<file path="src/trd_pkg.sv">
// Shared types and constants for the TLS record deframer.
`timescale 1ns / 1ps

package trd_pkg;

    localparam int HEADER_BYTES = 5;
    localparam int QUEUE_DEPTH  = 4;

    localparam logic [7:0] APP_DATA_TYPE = 8'h17;

    localparam logic [2:0] STEP_TYPE     = 3'd0;
    localparam logic [2:0] STEP_FIRST    = 3'd1;
    localparam logic [2:0] STEP_LEN_HI   = 3'(HEADER_BYTES - 2);
    localparam logic [2:0] STEP_LEN_LO   = 3'(HEADER_BYTES - 1);
    localparam logic [2:0] STEP_LIMIT    = 3'(HEADER_BYTES);

    typedef struct packed {
        logic [7:0] data;
        logic       last;
        logic       bad;
    } trd_entry_t;

    typedef struct packed {
        logic       valid;
        trd_entry_t entry;
    } trd_push_t;

endpackage

</file>
<file path="src/trd_front.sv">
// Header parser: tracks record framing and classifies each accepted byte.
`timescale 1ns / 1ps

module trd_front (
    input  logic              clk,
    input  logic              rst_n,
    input  logic              accept,
    input  logic [7:0]        in_byte,
    output trd_pkg::trd_push_t push
);
    import trd_pkg::*;

    logic [2:0]  step_reg, step_next;
    logic [7:0]  len_hi_reg, len_hi_next;
    logic [15:0] remain_reg, remain_next;
    logic        stopped_reg, stopped_next;

    always_ff @(posedge clk or negedge rst_n)
    begin
        if (!rst_n)
        begin
            step_reg    <= STEP_TYPE;
            len_hi_reg  <= 8'd0;
            remain_reg  <= 16'd0;
            stopped_reg <= 1'b0;
        end
        else
        begin
            step_reg    <= step_next;
            len_hi_reg  <= len_hi_next;
            remain_reg  <= remain_next;
            stopped_reg <= stopped_next;
        end
    end

    always_comb
    begin
        step_next    = step_reg;
        len_hi_next  = len_hi_reg;
        remain_next  = remain_reg;
        stopped_next = stopped_reg;
        push         = '0;
        if (accept && !stopped_reg)
        begin
            if (remain_reg != 16'd0)
            begin
                remain_next      = remain_reg - 16'd1;
                push.valid       = 1'b1;
                push.entry.data  = in_byte;
                push.entry.last  = (remain_reg == 16'd1);
            end
            else if (step_reg == STEP_TYPE || step_reg >= STEP_LIMIT)
            begin
                if (in_byte != APP_DATA_TYPE)
                begin
                    stopped_next    = 1'b1;
                    step_next       = STEP_TYPE;
                    push.valid      = 1'b1;
                    push.entry.bad  = 1'b1;
                end
                else
                begin
                    step_next = STEP_FIRST;
                end
            end
            else if (step_reg == STEP_LEN_HI)
            begin
                len_hi_next = in_byte;
                step_next   = step_reg + 3'd1;
            end
            else if (step_reg == STEP_LEN_LO)
            begin
                remain_next = {len_hi_reg, in_byte};
                step_next   = STEP_TYPE;
            end
            else
            begin
                step_next = step_reg + 3'd1;
            end
        end
    end

    // once stopped, only reset restarts the parser
    a_stop_holds: assert property (@(posedge clk) disable iff (!rst_n)
        stopped_reg |=> stopped_reg)
        else $error("stop flag cleared without reset");

    a_no_push_stopped: assert property (@(posedge clk) disable iff (!rst_n)
        stopped_reg |-> !push.valid)
        else $error("request produced while stopped");

endmodule

</file>
<file path="src/trd_queue.sv">
// Short request queue between the parser and the output stage.
`timescale 1ns / 1ps

module trd_queue #(
    parameter int DEPTH = trd_pkg::QUEUE_DEPTH
) (
    input  logic                clk,
    input  logic                rst_n,
    input  trd_pkg::trd_push_t  push,
    input  logic                pop,
    output logic                not_empty,
    output logic                full,
    output trd_pkg::trd_entry_t head
);
    import trd_pkg::*;

    localparam int PW = (DEPTH > 1) ? $clog2(DEPTH) : 1;
    localparam int CW = $clog2(DEPTH + 1);
    localparam logic [PW-1:0] PTR_LAST = PW'(DEPTH - 1);
    localparam logic [CW-1:0] CNT_FULL = CW'(DEPTH);

    trd_entry_t     slot_reg [DEPTH];
    logic [PW-1:0]  wr_ptr_reg, wr_ptr_next;
    logic [PW-1:0]  rd_ptr_reg, rd_ptr_next;
    logic [CW-1:0]  count_reg, count_next;
    logic           do_push, do_pop;

    assign do_push   = push.valid;
    assign do_pop    = pop && (count_reg != '0);
    assign not_empty = (count_reg != '0);
    assign full      = (count_reg == CNT_FULL);
    assign head      = slot_reg[rd_ptr_reg];

    always_comb
    begin
        wr_ptr_next = wr_ptr_reg;
        rd_ptr_next = rd_ptr_reg;
        count_next  = count_reg;
        if (do_push)
            wr_ptr_next = (wr_ptr_reg == PTR_LAST) ? '0 : wr_ptr_reg + PW'(1);
        if (do_pop)
            rd_ptr_next = (rd_ptr_reg == PTR_LAST) ? '0 : rd_ptr_reg + PW'(1);
        if (do_push && !do_pop)
            count_next = count_reg + CW'(1);
        else if (do_pop && !do_push)
            count_next = count_reg - CW'(1);
    end

    always_ff @(posedge clk or negedge rst_n)
    begin
        if (!rst_n)
        begin
            wr_ptr_reg <= '0;
            rd_ptr_reg <= '0;
            count_reg  <= '0;
        end
        else
        begin
            wr_ptr_reg <= wr_ptr_next;
            rd_ptr_reg <= rd_ptr_next;
            count_reg  <= count_next;
        end
    end

    always_ff @(posedge clk)
    begin
        if (do_push)
            slot_reg[wr_ptr_reg] <= push.entry;
    end

    a_no_overflow: assert property (@(posedge clk) disable iff (!rst_n)
        push.valid |-> (!full || pop))
        else $error("push into full queue");

    a_count_range: assert property (@(posedge clk) disable iff (!rst_n)
        count_reg <= CNT_FULL)
        else $error("queue count out of range");

endmodule

</file>
<file path="src/trd_back.sv">
// Output stage: drains the queue into the result register.
`timescale 1ns / 1ps

module trd_back (
    input  logic                clk,
    input  logic                rst_n,
    input  logic                q_not_empty,
    input  trd_pkg::trd_entry_t q_head,
    output logic                pop,
    output logic                out_valid,
    input  logic                out_stall,
    output logic [7:0]          payload_byte,
    output logic                last_in_record,
    output logic                bad_type
);
    import trd_pkg::*;

    logic       valid_reg;
    trd_entry_t data_reg;

    assign pop            = q_not_empty && (!valid_reg || !out_stall);
    assign out_valid      = valid_reg;
    assign payload_byte   = data_reg.data;
    assign last_in_record = data_reg.last;
    assign bad_type       = data_reg.bad;

    always_ff @(posedge clk or negedge rst_n)
    begin
        if (!rst_n)
            valid_reg <= 1'b0;
        else if (pop)
            valid_reg <= 1'b1;
        else if (!out_stall)
            valid_reg <= 1'b0;
    end

    always_ff @(posedge clk)
    begin
        if (pop)
            data_reg <= q_head;
    end

endmodule

</file>
<file path="src/tls_record_deframer_unit.sv">
// Top level of the TLS record deframer.
`timescale 1ns / 1ps

// Accepts one record-stream byte per clock while in_stall is low and returns each
// payload byte, with last_in_record on the final byte of its record, on the output
// after it has been registered in a queue slot and then in the output register;
// header bytes and zero-length records give nothing. A header whose content type
// is not 0x17 gives one request with bad_type set, after which all input is
// consumed silently until reset. A QUEUE_DEPTH-entry queue sits between the header
// parser and the output register; in_stall rises only when that queue is full.
module tls_record_deframer_unit #(
    parameter int QUEUE_DEPTH = trd_pkg::QUEUE_DEPTH
) (
    input  logic       clk,
    input  logic       rst_n,
    input  logic       in_valid,
    output logic       in_stall,
    input  logic [7:0] in_byte,
    output logic       out_valid,
    input  logic       out_stall,
    output logic [7:0] payload_byte,
    output logic       last_in_record,
    output logic       bad_type
);
    import trd_pkg::*;

    trd_push_t  push;
    trd_entry_t q_head;
    logic       q_not_empty;
    logic       q_full;
    logic       pop;
    logic       accept;

    assign in_stall = q_full;
    assign accept   = in_valid && !q_full;

    trd_front u_front (
        .clk     (clk),
        .rst_n   (rst_n),
        .accept  (accept),
        .in_byte (in_byte),
        .push    (push)
    );

    trd_queue #(
        .DEPTH (QUEUE_DEPTH)
    ) u_queue (
        .clk       (clk),
        .rst_n     (rst_n),
        .push      (push),
        .pop       (pop),
        .not_empty (q_not_empty),
        .full      (q_full),
        .head      (q_head)
    );

    trd_back u_back (
        .clk            (clk),
        .rst_n          (rst_n),
        .q_not_empty    (q_not_empty),
        .q_head         (q_head),
        .pop            (pop),
        .out_valid      (out_valid),
        .out_stall      (out_stall),
        .payload_byte   (payload_byte),
        .last_in_record (last_in_record),
        .bad_type       (bad_type)
    );

endmodule
</file>
<file path="config.mk">
export PLATFORM = sky130hd
export DESIGN_NAME = tls_record_deframer_unit
export DESIGN_NICKNAME = d
export VERILOG_FILES = /design/src/trd_pkg.sv /design/src/trd_front.sv /design/src/trd_queue.sv /design/src/trd_back.sv /design/src/tls_record_deframer_unit.sv
export SDC_FILE = /design/constraint.sdc
export NUM_CORES = 1
export LEC_CHECK = 0
export ABC_AREA = 1
export BUFFER_PORTS_ARGS = -buffer_cell sky130_fd_sc_hd__buf_2
export CORE_ASPECT_RATIO = 1.2
export CORE_MARGIN = 10
export CORE_UTILIZATION = 30
export DETAILED_ROUTE_END_ITERATION = 10
export GPL_TIMING_DRIVEN = 0
export HOLD_SLACK_MARGIN = 0.02
export SLEW_MARGIN = 20
export SYNTH_ARGS = -nofsm -noshare
export SYNTH_HDL_FRONTEND = slang
export SYNTH_SLANG_ARGS = --single-unit
</file>
<file path="constraint.sdc">
create_clock -name clk -period 2.59 [get_ports clk]
set_input_delay 0.518 -clock clk [delete_from_list [all_inputs] [get_ports clk]]
set_output_delay 0.518 -clock clk [all_outputs]
set_load 0.01 [all_outputs]
</file>
After elaboration in Yosys (flattened, before gate mapping)
Memory sizes are Yosys's and may differ from the RTL's. A register that Yosys moved wholly into a read port is not among the register bits.
Index checks and enable logic that the tools add are counted.
- register bits: 36
- latch bits: 0
- bits in writable memories: 40
- memory bits (read-only): 0
- input port bits: 12
- output and inout port bits: 12
- logic and storage cells: 73
- memories: 1
- memory list (memory ; depth ; bits a word ; rd ports ; clocked after Yosys merged registers in ; wr ports ; RTL line ; RTL):
    u_queue.slot_reg ; 4 ; 10 ; 1 ; 1 ; 1 ; trd_queue.sv:22 ; trd_entry_t slot_reg [DEPTH];
- $add $sub $neg: 6
- $mul: 0
- div/mod/pow operators: 0
- $lt $le $gt $ge: 1
- equality and inequality tests: 10
- shifts and indexed selects: 0
- multiplexer cells: 22
- bitwise logic cells: 2
- reductions and logical operators: 23
- operators by type and width (cell ; count):
    $mux 16 ; 4
    $eq 16x1->1 const B ; 1
    $reduce_bool 16->1 ; 1
    $sub 16x1->16 const B ; 1
    $mux 3 ; 5
    $reduce_and 4->1 ; 3
    $mux 11 ; 1
    $mux 1 ; 9
    $mux 9 ; 1
    $ne 8x5->1 const B ; 1
    $add 3x1->3 const B ; 2
    $eq 3x3->1 const B ; 2
    $logic_and 1x1->1 ; 6
    $logic_not 1->1 ; 6
    $ne 2x1->1 const B ; 3
    $add 2x1->2 const B ; 2
    $eq 2x2->1 const B ; 2
    $mux 2 ; 2
    $reduce_bool 2->1 ; 2
    $eq 3x2->1 const B ; 1
    $ge 3x3->1 const B ; 1
    $logic_not 3->1 ; 1
    $reduce_bool 3->1 ; 1
    $sub 3x1->3 const B ; 1
    other kinds (3) ; 5

Depth between registers and ports, before layout
Gate-level depths: netlist of the first run.
- word-level depth: 9
- gate-level depth with buffers: 16
- gate-level depth less buffers: 16

Hierarchy
Synthesis of the first run repeated with hierarchy kept, for this count alone.
- cell total of the unflattened synthesis: 483
- area total of the unflattened synthesis: 4411.7 um2
- by module, submodules not included (module ; instances ; cells each ; area each (um2) ; seq. area each (um2)):
    trd_queue ; 1 ; 171 ; 2060.7 ; 1376.3
    trd_front ; 1 ; 295 ; 1995.7 ; 700.7
    trd_back ; 1 ; 15 ; 345.3 ; 325.3
    tls_record_deframer_unit ; 1 ; 2 ; 10.0 ; 0.0

Least setup slack after synthesis of the first run
No wires, ideal clock.
- kind: register to register
- start: register u_front.remain_reg[0]
- end: register u_queue.count_reg[2]
- library setup time: 0.124 ns
- arrival time: 2.091 ns
- required time: 2.466 ns
- slack: 0.375 ns
- cell stages (with the launch flop): 16
- path buffers: 0
- clock period less this slack: 2.215 ns
- path through: dfrtp_1 > inv_1 > ha_1 > nand2_1 > nor2_2 > nand2_4 > clkinv_4 > nand2_2 > nand2_2 > inv_1 > ha_1 > inv_1 > fa_1 > a21oi_1 > o21ai_0 > xnor2_1
- RTL lines (what ; RTL line ; RTL):
    start, declared ; trd_front.sv:15 ; logic [15:0] remain_reg, remain_next;
    start signal, assigned ; trd_front.sv:31 ; remain_reg <= remain_next;
    end signal, assigned ; trd_queue.sv:61 ; count_reg <= count_next;
    end, declared ; trd_queue.sv:25 ; logic [CW-1:0] count_reg, count_next;

==> results.txt, run 1 <==
The die outline width came out at 129 µm. Traced cell by cell, the critical path runs through ha_1 -> nor2_1 -> nand2_1 -> o21ai_4 -> inv_1 -> nand2_2 -> nand2_2 -> nand2_4 -> inv_1 -> ha_1 -> inv_1 -> fa_1 -> nor2_1 -> a21oi_1. The floorplan has 47 rows.

The max capacitance violation total is 0. Synthesis produced a netlist with a net count of 492. Clock latency on the worst-skew pair, taken at its later pin, is 0.35 ns. After the last flow step, the layout net total stands at 529. The number of fill cells is 1390. After synthesis the netlist holds a flip-flop and latch count of 86. TritonCTS built the clock tree. The count of routing violations after the opening detailed-route iteration is 198.

The largest net degree at the start of global routing is 37. After synthesis, the most frequently instantiated cells are nand2_1 (124), nor2_1 (73), edfxtp_1 (50). Dividing the synthesized area by the synthesized cell count gives 9.12 µm². The arrival time of the worst setup path came out at 2.62 ns. For this design the top-level I/O count stands at 24.

Setup violations remaining at the end of the flow were counted as 0. Headroom to the max-slew limit came out at 0.348. The number of different library cells in the post-synthesis netlist is 34.

Between clock sinks in the finished design, the worst skew comes to 0.0112 ns. The worst setup path is launched from a register. STA classifies the critical path endpoint as a register.

In this run the critical register-to-register path is captured at u_queue.count_reg[1]. The tightest min-delay check is of the primary input to async pin type. After floorplanning, the core was sized to cover 13800 µm². The final standard cell count with taps included and fillers excluded is 679. The number of enable flip-flop cells after synthesis is 50. Input and output buffers added on the ports amount to 23. The Yosys warning count came out at 0. The final-report max-slew violation count came out at 0. The clock period minus final worst setup slack is 2.40 ns. The H-tree was split into 3 levels. The area added between synthesis and finish came out at 16.6%. The slack of the worst reg-to-reg path is 0.19 ns. The aggregate negative setup slack is 0 ns. After synthesis the cells add up to 4250 µm². The die outline height came out at 150 µm. The length of the first detailed-routing pass in iterations is 4.

The placer's final routability congestion estimate came out at 0.819. The estimated wirelength of the detail-placed design is 6.65 mm. The first global-routing pass estimated 15.3 mm of wire. The most used flip-flop cell after synthesis is edfxtp_1. The antenna diode instance count came out at 0. The share of cells above drive strength 1 is 0.148. The leakage power total came out at 2.11 nW. Measured on the finished design, the core utilization comes to 0.358.

The flow ran to the end, and the final reports show no timing, DRC or antenna violations. After detailed routing, the number of remaining DRC violations is 0. STA puts the critical path data required time at 2.81 ns. The final setup slack of the worst path came out at 0.192 ns. For this design, the sink count on the clock tree is 86. After detailed placement, the design holds a cell count of 660.

The number of cells on the worst reg-to-reg path is 14. The total routing usage reported by global routing came out at 0.0984. The number of flip-flops in the largest register is 40. Hold repair after CTS inserted 0 buffers.

The top cell type's share of synthesized area came out at 0.353. The via count of the first global-routing pass is 3069. The largest stage delay on the critical path came out at 0.44 ns. The number of failing hold endpoints at the final stage is 0.

In the routed layout, each cell is associated on average with a via count of 4.61. For this run the aggregate overflow at the end of global routing stands at 0. The wire length per cell came out at 13.6 µm. The total die area came out at 19300 µm². The power density of the placed cells came out at 746 nW/µm².

The number of CTS-inserted buffers came out at 9. The portion of the clock cycle consumed by the worst path in the final layout came out at 0.926. Sorting the synthesized cells by area gives the leading types as edfxtp_1 (35%), dfrtp_1 (21%), nand2_1 (11%). The number of antenna violations at the first check in global routing is 0. Clock-pin slew was measured on the worst setup and hold paths at 0.06 ns. The startpoint identified for the worst register-to-register timing path is u_front.step_reg[0]. Summed over all instances, the cell type with the most area after synthesis is edfxtp_1. For this configuration, the core starts out at a cell density of 0.307.

The largest individual stage delay along the critical path comes from the cell dfrtp_2. Overall power consumption after layout is estimated at 3.69 mW. The fraction of registers with async set/reset came out at 0.419. The critical path's most frequent cell is inv_1. nand2_1 is the most common cell in the netlist. Across the VDD grid, the largest voltage drop is 697 µV. Setup repair after global routing left no endpoint under its margin. The worst slack at placement came out at 0.0514 ns.

The category of the most critical setup path is register to register. The part of the Yosys area used for sequential elements is 0.565. In this run the worst path has a maximum fanout of 7. The root buffer cell chosen for the clock tree is clkbuf_16. The top achievable clock speed is 417 MHz. The transition time at the pin with the least slew margin came out at 0.974 ns. Wires add up to 9.26 mm. The largest buffer count on any clock path is 2.

The post-synthesis instance total came out at 466. Once detail routing completed, the nets flagged for antenna violations numbered 0. The total via count after detailed routing came out at 3127.
==> logic make-up (layout without fill, tap and decap cells) <==
group           Yosys count  after routing  synth area share
fa+ha+maj                14             14            0.0430
flops                    86             86             0.565
xor+xnor                  3              3           0.00618
compound gates           60             60            0.0830
simple gates            244            244             0.244
buf+inv                  59            101            0.0583
==> cell type report <==
cell class                      count  area (µm²)  area share
Clock inverter                      7         101      0.0205
Sequential cell                    86        2400       0.485
Timing Repair Buffer               26         138      0.0278
Clock buffer                        9         225      0.0455
Inverter                           46         178      0.0359
Multi-Input combinational cell    321        1620       0.328
Buffer                             13        70.1      0.0141
Tap cell                          171         214      0.0432
==> how the worst max path moves through the flow <==
stage | endpoint | slack (ns) | cells after the start | from
after floorplan | u_queue.count_reg[2] | 0.37 | 15 | u_front.remain_reg[0]
after global routing | u_queue.count_reg[2] | 0.001 | 16 | u_front.step_reg[1]
after detailed placement | u_queue.slot_reg[3][7] | 0.05 | 8 | in_byte[2]
after CTS | u_queue.count_reg[1] | 0.05 | 14 | u_front.remain_reg[0]
after global placement | u_queue.slot_reg[3][7] | 0.05 | 8 | in_byte[2]
final | u_queue.count_reg[1] | 0.19 | 14 | u_front.step_reg[0]
==> metrics by stage <==
step,area [µm²],hold slack [ns]
2_1_floorplan,4250,0.222
3_3_place_gp,4580,0.448
3_5_place_dp,4580,0.468
4_1_cts,4900,0.338
5_1_grt,4950,0.368
6_report,4950,0.286
==> cells in the final DEF (no fill, tap or decap), types with 7 or more instances in the layout <==
master / instances
buf_2: 25
clkbuf_1: 7
clkbuf_16: 9
dfrtp_1: 35
edfxtp_1: 50
ha_1: 12
inv_1: 42
nand2_1: 122
nand3_1: 17
nor2_1: 73
nor3_1: 9
o21ai_0: 34
o21ai_2: 8
o22ai_1: 10
==> power by group <==
part           internal [mW]  switching, mW  leakage, nW
registers               1.59         0.0595        0.846
logic                  0.201          0.415         1.10
clock network          0.859          0.566        0.160
total                   2.65           1.04         2.11
==> critical path, delay by kind of cell (launching register included) <==
kind	cells	cell delay, ns
buffers and inverters	3	0.24
and+or+nand+nor	6	0.60
DFF	1	0.44
adders and majority gates	3	0.82
AOI/OAI and AO/OA	2	0.17
==> per-layer routing <==
| metal | share of wire | GRT usage | up-vias | wire length (µm) |
|---|---|---|---|---|
| li1 | - | - | 1595 | - |
| met1 | 0.40 | 0.106 | 1469 | 3710 |
| met2 | 0.54 | 0.181 | 50 | 5040 |
| met3 | 0.040 | 0.0215 | 13 | 366 |
| met4 | 0.015 | 0.0385 | 0 | 136 |
| met5 | 0 | 0 | - | 0 |
==> what timing repair did <==
| item | 4_1_cts | 5_1_grt |
|---|---|---|
| buffers inserted | 0 | 3 |
| setup endpoints to repair | 0 | 42 |
| resized for setup | 0 | 9 |
(Power assumes the default switching activity.)
==> run 2, diff against run 1 <==
- PLACE_DENSITY: not set -> 0.48
==> results.txt, run 2 (synthesized netlist as in run 1, its figures left out) <==
The TritonCTS clock tree is built. The clock period minus final worst setup slack came out at 2.43 ns. The cell count after placement came out at 660. The category of the most critical setup path is register to register. The clock latency of the later-clocked register in the worst-skew pair is 0.34 ns. Buffers inserted during clock tree synthesis total 9.

The critical path depth came out at 14. Port buffering added 23 buffers. The antenna diode instance count came out at 0. The endpoint identified for the worst register-to-register timing path is u_queue.count_reg[1]. The antenna violation net count after detailed routing came out at 0. The count of buffering cells on the critical path with inverters included is 4.

In the final routed layout, each cell accounts on average for 14.4 µm. After the last flow step, the layout net total stands at 528. The tool flagged a number of max-cap violations equal to 0. The count of routing violations after the opening detailed-route iteration came out at 205.

The placeable core region is 13800 µm². On the critical path the largest part of the delay comes from adder cells. The top achievable clock speed came out at 412 MHz. The most critical setup path has its endpoint at u_queue.count_reg[1]. The number of failing hold endpoints at the final stage is 0. The critical path goes through inv_2 -> ha_2 -> nand2_1 -> nor2_2 -> nand2_4 -> clkinv_4 -> nand2_2 -> nand2_4 -> inv_1 -> ha_1 -> inv_1 -> fa_1 -> nor2_1 -> a21oi_1. The estimated wirelength of the detail-placed design came out at 6.97 mm. The largest net degree at the start of global routing is 37. In this run the power density over the cells is 729 nW/µm². Setup repair after global routing could not meet its margin everywhere. During I/O placement, the number of pins put on the boundary was 24. The area added between synthesis and finish came out at 15.3%.

The starting density of the core came out at 0.307. In this run, post-CTS hold repair placed 0 buffers. The register with the most flip-flops in the layout has 40 of them. The routing usage on met2 is 0.173. The root buffer cell is clkbuf_16. In this run the power spent charging and discharging nets is 1.03 mW.

The transition time at the pin with the least slew margin came out at 0.991 ns. The placed cell area is 4580 µm². Of the total power, the share spent switching nets is 0.289. The initialized floorplan defines 47 standard-cell rows. The clock transition time at the flip-flop clock pins of the worst setup and hold paths is 0.06 ns. The total routing usage reported by global routing is 0.105. The setup-violating endpoint count in the final report came out at 0. The number of sinks driven by the clock tree is 86. The first global-routing pass estimated 16.1 mm of wire. The largest stage delay on the critical path is 0.42 ns. The final wirelength is 9.76 mm. In the layout the commonest cells are nand2_1 (124), nor2_1 (73), edfxtp_1 (50), inv_1 (42), dfrtp_1 (36). The number of antenna violations at the first check in global routing came out at 0.

The share of total power in combinational logic came out at 0.176. The portion of total power attributed to sequential cells is 0.463. The classification of the worst-slack hold path is primary input to async pin.

The flow ran to the end, and the final reports show no timing, DRC or antenna violations. Clock skew on the completed layout was measured at 0.00916 ns. The mean number of vias per cell is 4.65. The final design area excluding fillers came out at 4900 µm². The total via count after detailed routing is 3156. The length of the first detailed-routing pass in iterations is 4. Of all nets on the critical path, the largest fanout is 8. The number of fill cells is 1383. The largest buffer count on any clock path is 2.

After detailed routing, the number of remaining DRC violations is 0. The die outline width came out at 129 µm. The critical path data required time came out at 2.81 ns. VDD sags by at most 480 µV.

The arrival time of the worst setup path came out at 2.65 ns. The total die area is 19300 µm². The global routing stage identified its most utilized layer as met2. The via count of the first global-routing pass came out at 3208. The global routing met1 resource utilization came out at 0.126. The worst setup path is captured at a register. For met3 alone, demand over resource in global routing was 0.0274.

The share of cells above drive strength 1 came out at 0.138. Measured along the y axis, the die boundary spans 150 µm. The worst setup path is launched from a register.

The number of cells on the worst reg-to-reg path is 14. The worst register-to-register path begins at u_front.remain_reg[0]. The share of total power in the clock network is 0.361. The final standard cell count with taps included and fillers excluded is 678. The H-tree depth came out at 3.

The leakage power total came out at 2.09 nW. The slowest stage of the critical path belongs to the cell fa_1. The congestion estimate from routability-driven global placement came to 0.834.

In this run the worst setup path begins at u_front.remain_reg[0]. The portion of the clock cycle consumed by the worst path in the final layout came out at 0.938. Global routing finished with a remaining overflow of 0. The worst relative slew slack came out at 0.337. Leaving out fill and tap cells, the most frequent cell in the layout is nand2_1. In this run the register-to-register setup slack is 0.16 ns. The final-report max-slew violation count is 0. The internal portion of the total power is 2.54 mW.
[run 2: cell count changes in the layout (fill, tap and decap cells not counted), sizes merged]
cell	previous run	this run
bufinv	2	1
clkinv	2	5
buf	32	31
clkbuf	16	17
inv	49	46
[run 2: worst register-to-register path: stages, from the launching register on]
cell and delay (ns):
dfrtp_1 0.41, inv_2 0.12, ha_2 0.23, nand2_1 0.08
nor2_2 0.19, nand2_4 0.10, clkinv_4 0.11, nand2_2 0.09
nand2_4 0.10, inv_1 0.05, ha_1 0.18, inv_1 0.10
fa_1 0.42, nor2_1 0.10, a21oi_1 0.05
[run 2: worst min path at each step]
stage / start / endpoint / slack, ns / cells after the start
2_1_floorplan: rst_n / u_back.out_valid / 0.22 / 0
3_3_place_gp: u_front.stopped_reg / u_front.stopped_reg / 0.44 / 2
3_5_place_dp: u_front.stopped_reg / u_front.stopped_reg / 0.45 / 2
4_1_cts: rst_n / u_queue.rd_ptr_reg[1] / 0.33 / 1
5_1_grt: rst_n / u_queue.rd_ptr_reg[1] / 0.35 / 1
6_report: rst_n / u_queue.rd_ptr_reg[0] / 0.29 / 1
[run 2: layout make-up]
type	instances	area (µm²)	share of cell area
clock inverters	6	61.3	0.0125
well taps	171	214	0.0437
flip-flops and latches	86	2400	0.490
repair buffers	25	130	0.0266
inverters	46	178	0.0363
multi-input cells	321	1610	0.330
plain buffers	13	70.1	0.0143
clock buffers	10	229	0.0467
[run 2: stage by stage]
step | setup WS (ns) | hold slack (ns) | util | total power [mW] | setup TNS, ns
after floorplan | 0.375 | 0.222 | - | 2.06 | 0
after global placement | 0.0609 | 0.441 | 0.331 | 2.31 | 0
after detailed placement | 0.0443 | 0.449 | 0.331 | 2.32 | 0
after CTS | 0.0159 | 0.332 | 0.352 | 3.61 | 0
after global routing | -0.0150 | 0.352 | 0.354 | 3.76 | -0.231
final | 0.161 | 0.292 | 0.354 | 3.57 | 0
[run 2: timing repair]
action / CTS / global route
setup buffers: 0 / 2
gates resized for setup: 0 / 5
setup endpoints to repair: 0 / 42
[run 2: power groups by stage]
stage               Clock, mW  Sequential (mW)  Combinational (mW)
floorplan                   0             1.72               0.344
global placement            0             1.68               0.629
detailed placement          0             1.68               0.641
CTS                      1.31             1.65               0.643
global route             1.37             1.67               0.718
finish                   1.29             1.65               0.630
[run 2: metal layers]
metal	up-vias	share of wire
met2	58	0.49
met1	1479	0.45
li1	1599	-
met4	0	0.022
met3	20	0.039
met5	-	0
==> run 3, diff against run 2 <==
- RECOVER_POWER: not set -> 50
- REMOVE_ABC_BUFFERS: not set -> 1
==> results.txt, run 3 (synthesized netlist as in run 1, its figures left out) <==
The pre-antenna-repair detailed-routing pass consisted of 4 iterations. The wire length per cell came out at 14.5 µm. The flow ran to the end, and the final reports show no timing, DRC or antenna violations. The number of fill cells came out at 1406. The placed cell area is 4510 µm². In the post-route analysis, the smallest setup slack over all paths is 0.208 ns. The final wirelength came out at 9.63 mm.

The final net count is 516. At the end of routability-driven placement, the weighted congestion stood at 0.794. The top cell types in the final layout, fill and taps aside, are nand2_1 (123), nor2_1 (71), edfxtp_1 (50), o21ai_0 (41), inv_1 (40).

Summed over all nets, the half-perimeter wirelength after detailed placement is 6.62 mm. The setup-violating endpoint count in the final report is 0. In this run the critical register-to-register path is launched from u_front.remain_reg[0]. The library cell used most frequently in the layout, excluding fill and tap cells, is nand2_1. The count of routing violations after the opening detailed-route iteration came out at 165. The quantity of I/O buffers inserted on ports came out at 23. Setup repair after global routing left no endpoint under its margin. 24 I/O pins were placed. 0 antenna diodes ended up in the layout. The power density of the placed cells is 746 nW/µm². The global routing met1 resource utilization came out at 0.130. The number of antenna violations at the first check in global routing was 0.

The root buffer cell is clkbuf_16. The layer carrying the most global-route usage is met2. The routing usage on met2 is 0.173. The arrival time of the worst setup path came out at 2.61 ns. The largest fanout on the critical path came out at 17. The slack of the worst reg-to-reg path is 0.21 ns. The count of hold buffers inserted by post-cts repair came out at 0. The number of failing hold endpoints at the final stage came out at 0.

The clock reaches the later pin of the worst-skew pair after 0.34 ns. The portion of the clock cycle consumed by the worst path in the final layout came out at 0.920. The H-tree depth is 3. The worst hold-check slack came out at 0.349 ns.

Once layout is complete, the utilization of the core stands at 0.351. The placeable core region is 13800 µm². The final-report max-slew violation count came out at 0. The number of cells on the worst reg-to-reg path is 15. In the global route stage, met3 resource usage came out at 0.0229. Once layout is complete, the cells apart from fillers number 666. The endpoint of the worst-slack reg-to-reg timing path is u_queue.count_reg[2]. The starting density of the core came out at 0.307. After detailed routing, the number of remaining DRC violations is 0. The largest buffer count on any clock path came out at 2. The worst path needs 2.38 ns of the cycle, external delays included.

The number of flip-flops in the largest register is 40. Clock tree synthesis inserted a total of 9 buffers. The min-delay analysis places its worst path in the category primary input to async pin.

Once detail routing completed, the nets flagged for antenna violations numbered 0. The total die area is 19300 µm². The clock transition time at the flip-flop clock pins of the worst setup and hold paths is 0.06 ns. The share of cells above drive strength 1 came out at 0.111.

The worst relative slew slack is 0.294. The final design area excluding fillers is 4850 µm². The floorplan step set the die width to 129 µm. The leakage power total came out at 2.04 nW. The tool flagged a number of max-cap violations equal to 0. The wire length of the first global-routing pass came out at 16.0 mm. The total via count after detailed routing came out at 3050.

The via count of the first global-routing pass was 3036. The transition time at the pin with the least slew margin came out at 1.06 ns. The aggregate negative setup slack is 0 ns. The post-route clock skew came out at 0.00530 ns. The sum of overflow across all layers after global routing is 0.

The total power consumption of the routed design is 3.62 mW. The critical path is of the register to register type. The TritonCTS clock tree is built. For this run, the total global-route usage over all layers was measured as 0.105. The worst setup path is captured at a register.

The worst setup path is launched from a register. The worst slack at placement came out at -0.263 ns. Using the TritonRoute via totals, the vias-per-cell ratio works out to 4.58. The placement row count came out at 47.

Derived from the worst setup path, the maximum achievable clock frequency is 420 MHz. The number of sinks driven by the clock tree is 86. The largest net degree at the start of global routing is 37. From synthesis to final layout, the design area changed by 14.2%.

The worst-case vdd ir drop came out at 419 µV. The die outline height is 150 µm. Data on the critical path is required at its endpoint by 2.82 ns. The cell count after placement is 647.
==> run 3: cell type report <==
type	instances	area [µm²]	share of cell area
sequential	86	2400	0.495
inverter	46	185	0.0382
timing repair buffer	25	116	0.0240
clock inverter	5	82.6	0.0170
clock buffer	11	233	0.0480
tap	171	214	0.0441
multi-input combinational	322	1620	0.334
==> run 3: worst max path at each step <==
stage	cells past startpoint	slack [ns]	start	end
6_report	15	0.21	u_front.remain_reg[0]	u_queue.count_reg[2]
4_1_cts	15	0.02	u_front.remain_reg[0]	u_queue.count_reg[2]
2_1_floorplan	15	0.20	u_front.remain_reg[0]	u_queue.count_reg[2]
3_3_place_gp	9	-0.24	u_front.remain_reg[0]	u_queue.slot_reg[0][3]
3_5_place_dp	9	-0.26	u_front.remain_reg[0]	u_queue.slot_reg[1][3]
5_1_grt	15	0.03	u_front.remain_reg[0]	u_queue.count_reg[2]
==> run 3: worst max-delay path, stage by stage, from the launching register on <==
cell and delay [ns]:
dfrtp_1 0.40, inv_2 0.08, ha_1 0.23, nand2_1 0.12
nor2_4 0.06, nand2_4 0.10, clkinv_8 0.10, nand2_4 0.10
nand2_4 0.08, inv_2 0.07, ha_1 0.16, inv_2 0.06
fa_2 0.34, a21oi_2 0.13, o21ai_0 0.11, xnor2_1 0.14
==> run 3: routing by layer <==
layer	up-vias	wire length, µm
met5	-	0
met4	0	152
met3	11	370
met2	50	4680
met1	1412	4430
li1	1577	-
==> run 3: where the power goes <==
part	total [mW]	internal [mW]	switching (mW)
Clock	1.40	0.850	0.550
Combinational	0.505	0.167	0.338
Sequential	1.71	1.59	0.122
==> run 3: repair_timing <==
action                     4_1_cts  5_1_grt
setup endpoints to repair       42       22
setup buffers                    1        1
cloned                           1        0
resized for setup                5       11
pin swaps                        1        1
